`config.mk`:
```
export PLATFORM = sky130hd
export DESIGN_NAME = refcounted_cache_deferred_retire
export DESIGN_NICKNAME = d
export VERILOG_FILES = /design/src/hdl/rcdr_pkg.sv /design/src/hdl/refcounted_cache_deferred_retire.sv
export SDC_FILE = /design/constraint.sdc
export NUM_CORES = 2
export LEC_CHECK = 0
export BUFFER_PORTS_ARGS = -buffer_cell sky130_fd_sc_hd__buf_2
export CAP_MARGIN = 20
export CORE_ASPECT_RATIO = 1.75
export CORE_UTILIZATION = 35
export DETAILED_ROUTE_END_ITERATION = 10
export PLACE_DENSITY = 0.59
export SLEW_MARGIN = 30
export SYNTH_ARGS = -nofsm -noshare
export SYNTH_HDL_FRONTEND = slang
export SYNTH_SLANG_ARGS = --single-unit
```
`constraint.sdc`:
```
create_clock -name clk_i -period 8.2 [get_ports clk_i]
set_clock_uncertainty 0.05 [all_clocks]
set_input_delay 1.23 -clock clk_i [delete_from_list [all_inputs] [get_ports clk_i]]
set_output_delay 1.23 -clock clk_i [all_outputs]
set_load 0.1 [all_outputs]
```
`src/hdl/rcdr_pkg.sv`:
```
// Package: types and constants for the refcounted cache with deferred retire
package rcdr_pkg;
  localparam int Entries = 16;
  localparam int SlotW = $clog2(Entries);
  localparam int CntW = $clog2(Entries + 1);
  localparam logic [31:0] RefMax = 32'hFFFF_FFFF;
  localparam logic [39:0] FrameMax = 40'hFF_FFFF_FFFF;

  typedef enum logic [1:0] {
    FN_ENSURE = 2'd0, FN_RELEASE = 2'd1, FN_TICK = 2'd2, FN_LOOKUP = 2'd3
  } func_e;

  typedef enum logic [3:0] {
    ST_HIT = 4'd0, ST_SAT_HIT = 4'd1, ST_UPLOADED = 4'd2, ST_UP_FAIL = 4'd3,
    ST_FULL = 4'd4, ST_NOT_FOUND = 4'd5, ST_RELEASED = 4'd6, ST_FREED = 4'd7,
    ST_TICK_DONE = 4'd8, ST_LK_HIT = 4'd9, ST_LK_MISS = 4'd10
  } status_e;

  typedef enum logic [3:0] {
    S_IDLE, S_FIND, S_DISPATCH, S_FREE, S_CANCEL, S_SHIFT, S_STAMP, S_SCAN,
    S_EXAM, S_OUT
  } state_e;

  localparam logic [0:0] RegFrames = 1'd0;

  typedef struct packed {
    logic [1:0]  func;
    logic [7:0]  key_kind;
    logic [63:0] key_hash;
    logic        upload_ok;
    logic [31:0] upload_handle;
    logic [39:0] current_frame;
  } in_item_t;

  typedef struct packed {
    logic [3:0]  status;
    logic [31:0] handle;
    logic [31:0] ref_count;
    logic        unreferenced;
    logic        retire_cancelled;
    logic        last;
  } out_item_t;
endpackage

```
`src/hdl/refcounted_cache_deferred_retire.sv`:
```
// Top level: refcounted cache with deferred retire, one sequencer over the table
// Ensure/release/lookup: key scan, one entry per cycle, then dispatch.
// Free-slot search and retire-queue search/shift walk the table or queue entry by entry.
// Tick: a stamp pass over the queue, then a scan that examines and removes each expired record.
// in_stall_o is low only when idle; a waiting result holds the next item at dispatch.
// Reset empties the table and queue; frames_in_flight resets to 2.
module refcounted_cache_deferred_retire (
  input  logic                clk_i,
  input  logic                rst_ni,
  input  logic                in_valid_i,
  output logic                in_stall_o,
  input  rcdr_pkg::in_item_t  in_data_i,
  output logic                out_valid_o,
  input  logic                out_stall_i,
  output rcdr_pkg::out_item_t out_data_o,
  input  logic                psel,
  input  logic                penable,
  input  logic                pwrite,
  input  logic [0:0]          paddr,
  input  logic [31:0]         pwdata,
  output logic [31:0]         prdata,
  output logic                pready
);
  import rcdr_pkg::*;

  logic [7:0] fif_q;
  logic [Entries-1:0] ev_q;
  logic [7:0]  ek_q [Entries];
  logic [63:0] eh_q [Entries];
  logic [31:0] ed_q [Entries];
  logic [31:0] er_q [Entries];
  logic [SlotW-1:0] rs_q [Entries];
  logic [39:0] rd_q [Entries];
  logic [Entries-1:0] rst_q;
  logic [CntW-1:0] rc_q;

  state_e st_q;
  in_item_t it_q;
  out_item_t o_q;
  logic ov_q;
  logic [CntW-1:0] i_q;
  logic [SlotW-1:0] s_q;
  logic hit_q, canc_q, after_q;
  logic [39:0] dl_q;

  wire [SlotW-1:0] ix = i_q[SlotW-1:0];
  wire [SlotW-1:0] sl = rs_q[ix];
  wire [40:0] dsum = {1'b0, in_data_i.current_frame} + {33'd0, fif_q};

  assign pready = 1'b1;
  assign prdata = (paddr == RegFrames) ? {24'd0, fif_q} : 32'd0;
  assign in_stall_o = (st_q != S_IDLE);
  assign out_valid_o = ov_q;
  assign out_data_o = o_q;

  always_ff @(posedge clk_i or negedge rst_ni) begin
    if (!rst_ni) begin
      fif_q <= 8'd2;
    end else if (psel && penable && pwrite && paddr == RegFrames) begin
      fif_q <= pwdata[7:0];
    end
  end

  task automatic put(input status_e s, input logic [31:0] h, input logic [31:0] r,
                     input logic u, input logic c, input logic l);
    o_q <= '{status: s, handle: h, ref_count: r, unreferenced: u,
             retire_cancelled: c, last: l};
    ov_q <= 1'b1;
  endtask

  always_ff @(posedge clk_i or negedge rst_ni) begin
    if (!rst_ni) begin
      st_q <= S_IDLE;
      ov_q <= 1'b0;
      ev_q <= '0;
      rc_q <= '0;
      i_q <= '0;
      hit_q <= 1'b0;
      canc_q <= 1'b0;
      after_q <= 1'b0;
    end else begin
      if (ov_q && !out_stall_i) ov_q <= 1'b0;
      unique case (st_q)
        S_IDLE: if (in_valid_i) begin
          it_q <= in_data_i;
          i_q <= '0;
          hit_q <= 1'b0;
          canc_q <= 1'b0;
          dl_q <= dsum[40] ? FrameMax : dsum[39:0];
          st_q <= (func_e'(in_data_i.func) == FN_TICK) ? S_STAMP : S_FIND;
        end
        S_FIND: begin
          if (ev_q[ix] && ek_q[ix] == it_q.key_kind && eh_q[ix] == it_q.key_hash) begin
            hit_q <= 1'b1;
            s_q <= ix;
            st_q <= S_DISPATCH;
          end else if (i_q == CntW'(Entries - 1)) begin
            st_q <= S_DISPATCH;
          end
          i_q <= i_q + 1'b1;
        end
        S_DISPATCH: if (!ov_q) begin
          i_q <= '0;
          st_q <= S_IDLE;
          unique case (func_e'(it_q.func))
            FN_ENSURE:
              if (hit_q) begin
                if (er_q[s_q] == RefMax)
                  put(ST_SAT_HIT, ed_q[s_q], RefMax, 1'b0, 1'b0, 1'b1);
                else if (er_q[s_q] == 32'd0 && !canc_q && !after_q) st_q <= S_CANCEL;
                else begin
                  er_q[s_q] <= er_q[s_q] + 32'd1;
                  put(ST_HIT, ed_q[s_q], er_q[s_q] + 32'd1, 1'b0, canc_q, 1'b1);
                end
              end else if (!it_q.upload_ok) put(ST_UP_FAIL, 32'd0, 32'd0, 1'b0, 1'b0, 1'b1);
              else st_q <= S_FREE;
            FN_RELEASE:
              if (!hit_q) put(ST_NOT_FOUND, 32'd0, 32'd0, 1'b0, 1'b0, 1'b1);
              else begin
                if (er_q[s_q] != 32'd0) begin
                  er_q[s_q] <= er_q[s_q] - 32'd1;
                  if (er_q[s_q] == 32'd1 && rc_q < CntW'(Entries)) begin
                    rs_q[rc_q[SlotW-1:0]] <= s_q;
                    rst_q[rc_q[SlotW-1:0]] <= 1'b0;
                    rd_q[rc_q[SlotW-1:0]] <= '0;
                    rc_q <= rc_q + 1'b1;
                  end
                end
                put(ST_RELEASED, ed_q[s_q], (er_q[s_q] == 32'd0) ? 32'd0 : er_q[s_q] - 32'd1,
                    er_q[s_q] <= 32'd1, 1'b0, 1'b1);
              end
            FN_LOOKUP:
              if (hit_q) put(ST_LK_HIT, ed_q[s_q], er_q[s_q], 1'b0, 1'b0, 1'b1);
              else put(ST_LK_MISS, 32'd0, 32'd0, 1'b0, 1'b0, 1'b1);
            default: put(ST_TICK_DONE, 32'd0, 32'd0, 1'b0, 1'b0, 1'b1);
          endcase
          after_q <= 1'b0;
        end
        S_FREE: begin
          if (!ev_q[ix]) begin
            ev_q[ix] <= 1'b1;
            ek_q[ix] <= it_q.key_kind;
            eh_q[ix] <= it_q.key_hash;
            ed_q[ix] <= it_q.upload_handle;
            er_q[ix] <= 32'd1;
            put(ST_UPLOADED, it_q.upload_handle, 32'd1, 1'b0, 1'b0, 1'b1);
            st_q <= S_IDLE;
          end else if (i_q == CntW'(Entries - 1)) begin
            put(ST_FULL, 32'd0, 32'd0, 1'b0, 1'b0, 1'b1);
            st_q <= S_IDLE;
          end
          i_q <= i_q + 1'b1;
        end
        S_CANCEL: begin
          if (i_q >= rc_q) begin
            after_q <= 1'b1;
            st_q <= S_DISPATCH;
          end else if (rs_q[ix] == s_q) begin
            canc_q <= 1'b1;
            st_q <= S_SHIFT;
          end else i_q <= i_q + 1'b1;
        end
        S_SHIFT: begin
          if (i_q + 1'b1 < rc_q) begin
            rs_q[ix] <= rs_q[SlotW'(ix + 1'b1)];
            rd_q[ix] <= rd_q[SlotW'(ix + 1'b1)];
            rst_q[ix] <= rst_q[SlotW'(ix + 1'b1)];
            i_q <= i_q + 1'b1;
          end else begin
            rc_q <= rc_q - 1'b1;
            i_q <= '0;
            st_q <= after_q ? S_SCAN : S_DISPATCH;
          end
        end
        S_STAMP: begin
          if (i_q < rc_q && !rst_q[ix]) begin
            rd_q[ix] <= dl_q;
            rst_q[ix] <= 1'b1;
          end
          i_q <= i_q + 1'b1;
          if (i_q == CntW'(Entries - 1)) begin
            i_q <= '0;
            after_q <= 1'b1;
            st_q <= S_SCAN;
          end
        end
        S_SCAN: begin
          if (i_q >= rc_q) st_q <= S_OUT;
          else if (rst_q[ix] && rd_q[ix] <= it_q.current_frame) st_q <= S_EXAM;
          else i_q <= i_q + 1'b1;
        end
        S_EXAM: if (!ov_q) begin
          if (ev_q[sl] && er_q[sl] == 32'd0) begin
            put(ST_FREED, ed_q[sl], 32'd0, 1'b0, 1'b0, 1'b0);
            ev_q[sl] <= 1'b0;
          end
          st_q <= S_SHIFT;
        end
        S_OUT: if (!ov_q) begin
          put(ST_TICK_DONE, 32'd0, 32'd0, 1'b0, 1'b0, 1'b1);
          after_q <= 1'b0;
          st_q <= S_IDLE;
        end
        default: st_q <= S_IDLE;
      endcase
    end
  end

`ifndef SYNTH
  a_queue_bound: assert property (@(posedge clk_i) disable iff (!rst_ni)
    rc_q <= CntW'(Entries)) else $error("retire queue overflow");
  a_out_hold: assert property (@(posedge clk_i) disable iff (!rst_ni)
    ov_q && out_stall_i |=> ov_q && $stable(o_q)) else $error("result lost");
  a_busy_idle: assert property (@(posedge clk_i) disable iff (!rst_ni)
    st_q == S_IDLE && in_valid_i |=> in_stall_o) else $error("accept missed");
`endif
endmodule

```
Word level (Yosys, flattened, before mapping)
Memories as Yosys holds them, arrays and structs flattened. A register that Yosys moved wholly into a read port is not among the register bits.
Index checks and enable logic that the tools add are counted.
{ "word_totals": {"regBits": 320, "ramBits": 2880, "inputBits": 187, "output_inout_bits": 106, "word_cells": 306, "mem_count": 6} }
{ "classes": {"n_addsub": 7, "magnitude_cmp": 13, "n_eq_ne": 46, "mux": 146, "n_bitwise": 9, "n_reduce_logical": 55} }
{ "memory_table": {"columns": ["memory", "words", "word_bits", "rd", "rd_ports_with_merged_regs", "wr", "line_no", "text"], "rows": [
  ["eh_q", 16, 64, 1, 0, 1, "refcounted_cache_deferred_retire.sv:29", "logic [63:0] eh_q [Entries];"],
  ["rd_q", 16, 40, 2, 0, 1, "refcounted_cache_deferred_retire.sv:33", "logic [39:0] rd_q [Entries];"],
  ["ed_q", 16, 32, 2, 1, 1, "refcounted_cache_deferred_retire.sv:30", "logic [31:0] ed_q [Entries];"],
  ["er_q", 16, 32, 2, 1, 1, "refcounted_cache_deferred_retire.sv:31", "logic [31:0] er_q [Entries];"],
  ["ek_q", 16, 8, 1, 0, 1, "refcounted_cache_deferred_retire.sv:28", "logic [7:0] ek_q [Entries];"],
  ["rs_q", 16, 4, 2, 0, 1, "refcounted_cache_deferred_retire.sv:32", "logic [SlotW-1:0] rs_q [Entries];"]
]} }
{ "op_table": {"columns": ["cell", "n"], "rows": [
  ["2-to-1 mux 71 bit", 10],
  ["one-hot mux 71 bit (4 select lines)", 1],
  ["one-hot mux 71 bit (3 select lines)", 1],
  ["2-to-1 mux 16 bit", 10],
  ["2-to-1 mux 69 bit", 2],
  ["2-to-1 mux 32 bit", 3],
  ["2-to-1 mux 4 bit", 22],
  ["2-to-1 mux 40 bit", 2],
  ["2-to-1 mux 5 bit", 14],
  ["equality test 64 bit", 1],
  ["zero test 32 bit", 2],
  ["2-to-1 mux 1 bit", 58],
  ["one-hot mux 16 bit (3 select lines)", 1],
  ["!= test 2 bit, second input constant", 21],
  ["adder 40 x 8 -> 41 bit", 1],
  ["less-or-equal comparator 40 bit", 1],
  ["one-hot mux 4 bit (10 select lines)", 1],
  ["OR reduction 40 bit", 1],
  ["one-hot mux 5 bit (7 select lines)", 1],
  ["adder 32 x 1 -> 32 bit, second input constant", 1],
  ["bitwise AND 16 bit", 2],
  ["equality test 32 x 1 -> 1 bit, second input constant", 1],
  ["equality test 32 bit, second input constant", 1],
  ["less-or-equal comparator 32 x 1 -> 1 bit, second input constant", 1],
  ["54 further kinds", 117]
]} }

Depth between registers and ports, before layout
{ "depth": {"depth_word": 13, "depth_mapped": 25, "ltp_nobuf": 14} }

Worst setup path after synthesis
OpenSTA, ideal clock, no wires.
{ "synth_path": {"path_type": "reg2reg", "startpoint": "register i_q[1]", "endpoint": "memory rd_q[0][0], enable pin", "setup_time_ns": 0.500, "arrival_ns": 7.452, "required_ns": 7.650, "path_slack_ns": 0.198, "stages_incl_launch_ff": 20, "period_less_slack_ns": 8.002, "cell_sequence": "dfrtp_1 -> buf_2 -> buf_2 -> clkbuf_1 -> buf_2 -> buf_2 -> inv_1 -> nor2_1 -> nand2_1 -> xnor2_1 -> clkbuf_1 -> inv_1 -> ha_1 -> o21a_1 -> o21ai_0 -> nor2b_1 -> and3_1 -> nor2_1 -> clkbuf_1 -> o32ai_1"} }
{ "synth_between": {"elab_chain_cells": 11, "word_cells_on_any_way": 19, "cone_classes": "1 x add/sub; 2 x order compare; 10 x mux; 1 x bitwise; 5 x reduce/logical"} }
{ "synth_rtl": {"columns": ["item", "line_no", "text"], "rows": [
  ["from (decl)", "refcounted_cache_deferred_retire.sv:41", "logic [CntW-1:0] i_q;"],
  ["from (signal assigned)", "refcounted_cache_deferred_retire.sv:100", "i_q <= i_q + 1'b1;"],
  ["from (signal assigned)", "refcounted_cache_deferred_retire.sv:152", "i_q <= i_q + 1'b1;"],
  ["from (signal assigned)", "refcounted_cache_deferred_retire.sv:161", "end else i_q <= i_q + 1'b1;"],
  ["branches (longest 11 deep; another with adder 5 x 1 -> 5 bit)", null, null],
  ["to (decl)", "refcounted_cache_deferred_retire.sv:33", null]
]} }
Several ways; the timed one is not identified. The select of a mux whose other input is x is not followed.

==> results.py <==
metrics = {
    "clock_tree": {
        "clock_tree.root_cell": "clkbuf_16",
        "cts_sinks": 3204,
        "ctsHoldBuffers": 0,
        "htreeDepth": 5,
        "cts_buffer_depth": 4,
        "cts_setup_buffers": 0,
        "cts_tree": "built",
        "clk_latency_ns": 0.94,
        "post_cts_resized": 0,
        "cts_buffers": 301,
        "path_clk_slew_ns": 0.07,
    },
    "detailed_routing": {
        "drtIter0Drc": 7327,
        "drt-met1-wl_mm": 150.8,
        "via_per_inst": 5.869,
        "route.met3.wl_mm": 26.58,
        "dr.pass1.iters": 6,
        "vias": 76185,
        "drt-wirelength-per-cell_um": 31.85,
        "dr.max_layer_used": "met5",
        "finalWirelength_mm": 413.5,
        "drc_errors": 0,
        "wl_met2_mm": 215.5,
        "ant_nets": 0,
    },
    "power": {
        "p_per_area_nw_per_um2": 285.3,
        "clock_power_share_pct": 31.5,
        "ir_drop_v": 0.0002949,
        "seq_power_share_pct": 42.1,
        "sw_frac_of_total_pct": 29.87,
        "power.net_switching_uw": 13540,
        "leakagePower_uw": 0.04828,
        "p_int_uw": 31800,
        "comb_power_share_pct": 26.5,
    },
    "global_routing": {
        "grt_usage_pct": 20.32,
        "grt_max_degree": 124,
        "antenna_found_initial": 57,
        "grt_pass1_wl_mm": 589.8,
        "grt_pass1_vias": 79903,
        "grt_overflow": 0,
    },
    "die": {
        "core_um2": 397400,
        "rows": 306,
        "die_h_um": 838.4,
        "die_w_um": 479.9,
        "ios": 293,
        "die_area_um2": 402400,
        "start_util_pct": 35.20,
    },
    "synthesis": {
        "syn_area_um2": 139900,
        "synth_edf_count": 3158,
        "syn_avg_cell_area_um2": 19.62,
        "synthAdderAreaFrac_pct": 0.6636,
        "synth_warnings": 0,
        "syn-instance-count": 7132,
        "synthSimpleGateAreaFrac_pct": 3.668,
        "synth_flop_cell": "edfxtp_1",
        "synth-compound-area-share_pct": 3.584,
        "synth.mux.area_fraction_pct": 21.06,
        "yosysTopAreaCellShare_pct": 67.78,
        "ys_ff_latch": 3204,
        "yosysUniqueCellTypes": 108,
        "synth.area.top_cells": "edfxtp_1 (68%), mux4_2 (19%), mux2i_1 (1.4%), nand2_1 (0.76%), dfrtp_1 (0.73%)",
        "async_reset_ff_share_pct": 1.311,
        "synth_area_leader_cell": "edfxtp_1",
        "synth_xor_area_share_pct": 0.6698,
        "seq_area_frac_synth_pct": 68.59,
        "synth_top_family_by_area": "multiplexers",
    },
    "setup_path": {
        "endpoint_kind": "register",
        "slowest_delay_ns": 0.73,
        "arrival_ns": 7.08,
        "critPathLaunchType": "register",
        "cp.required_ns": 8.73,
        "path_cells": "buf_4 > mux4_1 > mux4_2 > nor2_1 > nand3_2 > nor4b_4 > and2_1 > and4_1 > nand3_1 > o32ai_4 > buf_12",
        "worstPathMaxFanout": 27,
        "cp_slowest_cell": "mux4_2",
        "crit_type": "reg -> reg",
    },
    "placed_design": {
        "portBuffers": 243,
        "hpwl_mm": 247.5,
        "gp_congestion": 0.9109,
        "place_ws_ns": 1.650,
    },
    "timing": {
        "report.final.setup_viol": 0,
        "finalMaxSlewViolations": 0,
        "max_freq_mhz": 152.7,
        "layout_min_cycle_time_ns": 6.547,
        "fin_setup_tns_ns": 0,
        "finalHoldViolCount": 0,
        "rsz0062_at_grt": "no",
        "setup_ws_ns": 1.653,
        "relSlewSlack_pct": 27.31,
        "fin_crit_sh_pct": 79.84,
        "worstMarginPinSlew_ns": 1.087,
    },
    "final_layout": {
        "drive_above_1_share_pct": 29.98,
        "nets": 7747,
        "final_common_cell": "edfxtp_1",
        "final_cell_mix": "edfxtp_1 (3,158), mux4_2 (1,165), clkbuf_16 (310)",
        "area_growth_pct": 13.60,
        "final_util_pct": 39.99,
    },
    "outcome": {
        "outcome": "complete, no violations",
    },
    "min_path": {
        "hold_class": "in -> reg",
    },
    "flow_run": {
        "drv_cap": 0,
    },
}
cells by family (layout without fill, tap and decap cells):
group / Yosys count / after routing
compound gates: 726 / 726
xor+xnor: 107 / 107
fa+ha+maj: 73 / 73
buf+inv: 557 / 1130
flops: 3204 / 3204
mux: 1449 / 1449
other cells: 2 / 43
simple gates: 1014 / 1014
sequential cells by signal, summed over array words and instances, names as in the netlist, named ones only:
signal,count
hit_q,1
out_data_o,71
out_valid_o,1
er_q,512
fif_q,8
ev_q,16
ed_q,512
eh_q,1024
after_q,1
st_q,4
i_q,5
dl_q,40
rd_q,640
s_q,4
ek_q,128
rst_q,16
it_q,147
rc_q,5
canc_q,1
rs_q,64
stage by stage:
step	hold WS, ns	std cells	area (µm²)	total power [µW]
floorplan	0.4123	7155	140000	28020
global placement	0.5023	12412	148900	31430
detailed placement	0.5115	12417	149000	31560
CTS	0.3349	12961	158800	45810
global route	0.3740	12971	158900	46960
finish	0.4123	12982	158900	45340
final timing paths:
kind / startpoint / endpoint / slack, ns / cells past startpoint
max: register / rd_q[15][13] / 1.65 / 11
min: in_data_i[55] / it_q[55] / 0.41 / 1
max reg2reg: register / rd_q[15][13] / 1.65 / 11
min reg2reg: fif_q[2] / fif_q[2] / 0.54 / 1
max in group asynchronous: rst_ni / i_q[3] / 6.88 / 2
min in group asynchronous: rst_ni / i_q[0] / 0.61 / 2
area by class of cell:
cell class	instances	area, µm²
sequential	3204	95990
tap	5236	6551
antenna	18	45.04
multi-input combinational	3394	42360
timing repair buffer	487	3807
clock buffer	351	7911
inverter	99	376.6
fill	35296	238500
clock inverter	193	1882
worst max-delay path, delay by kind of cell, from the launching register on:
kind | cells | cell delay (ns)
AOI/OAI and AO/OA | 1 | 0.66
buffers and inverters | 2 | 0.81
DFF | 1 | 0.72
muxes | 2 | 1.45
and+or+nand+nor | 6 | 2.42
Yosys cell counts (67+ instances only):
cell type	number
nand2_1	282
clkbuf_1	219
mux2_2	74
mux4_2	1166
edfxtp_1	3158
buf_2	114
and3_1	67
xnor2_1	77
inv_1	95
nor3_1	90
nor4_1	86
ha_1	71
nand3_1	77
a21oi_1	116
nor2_1	189
o21ai_0	152
buf_1	81
mux2i_1	189
power groups by stage:
| stage | logic, µW | registers [µW] | clock network [µW] |
|---|---|---|---|
| after floorplan | 8390 | 19600 | 0 |
| after global placement | 12000 | 19400 | 0 |
| after detailed placement | 12100 | 19400 | 0 |
| after CTS | 12200 | 19100 | 14600 |
| after global routing | 12800 | 19100 | 15100 |
| final | 12000 | 19100 | 14300 |
layer usage:
metal	vias up	track usage [%]
met5	-	0
met4	56	9.009
met3	848	3.200
met2	3209	36.10
met1	41113	24.14
li1	30959	-
Note: power is estimated with default switching activity, not from simulation.
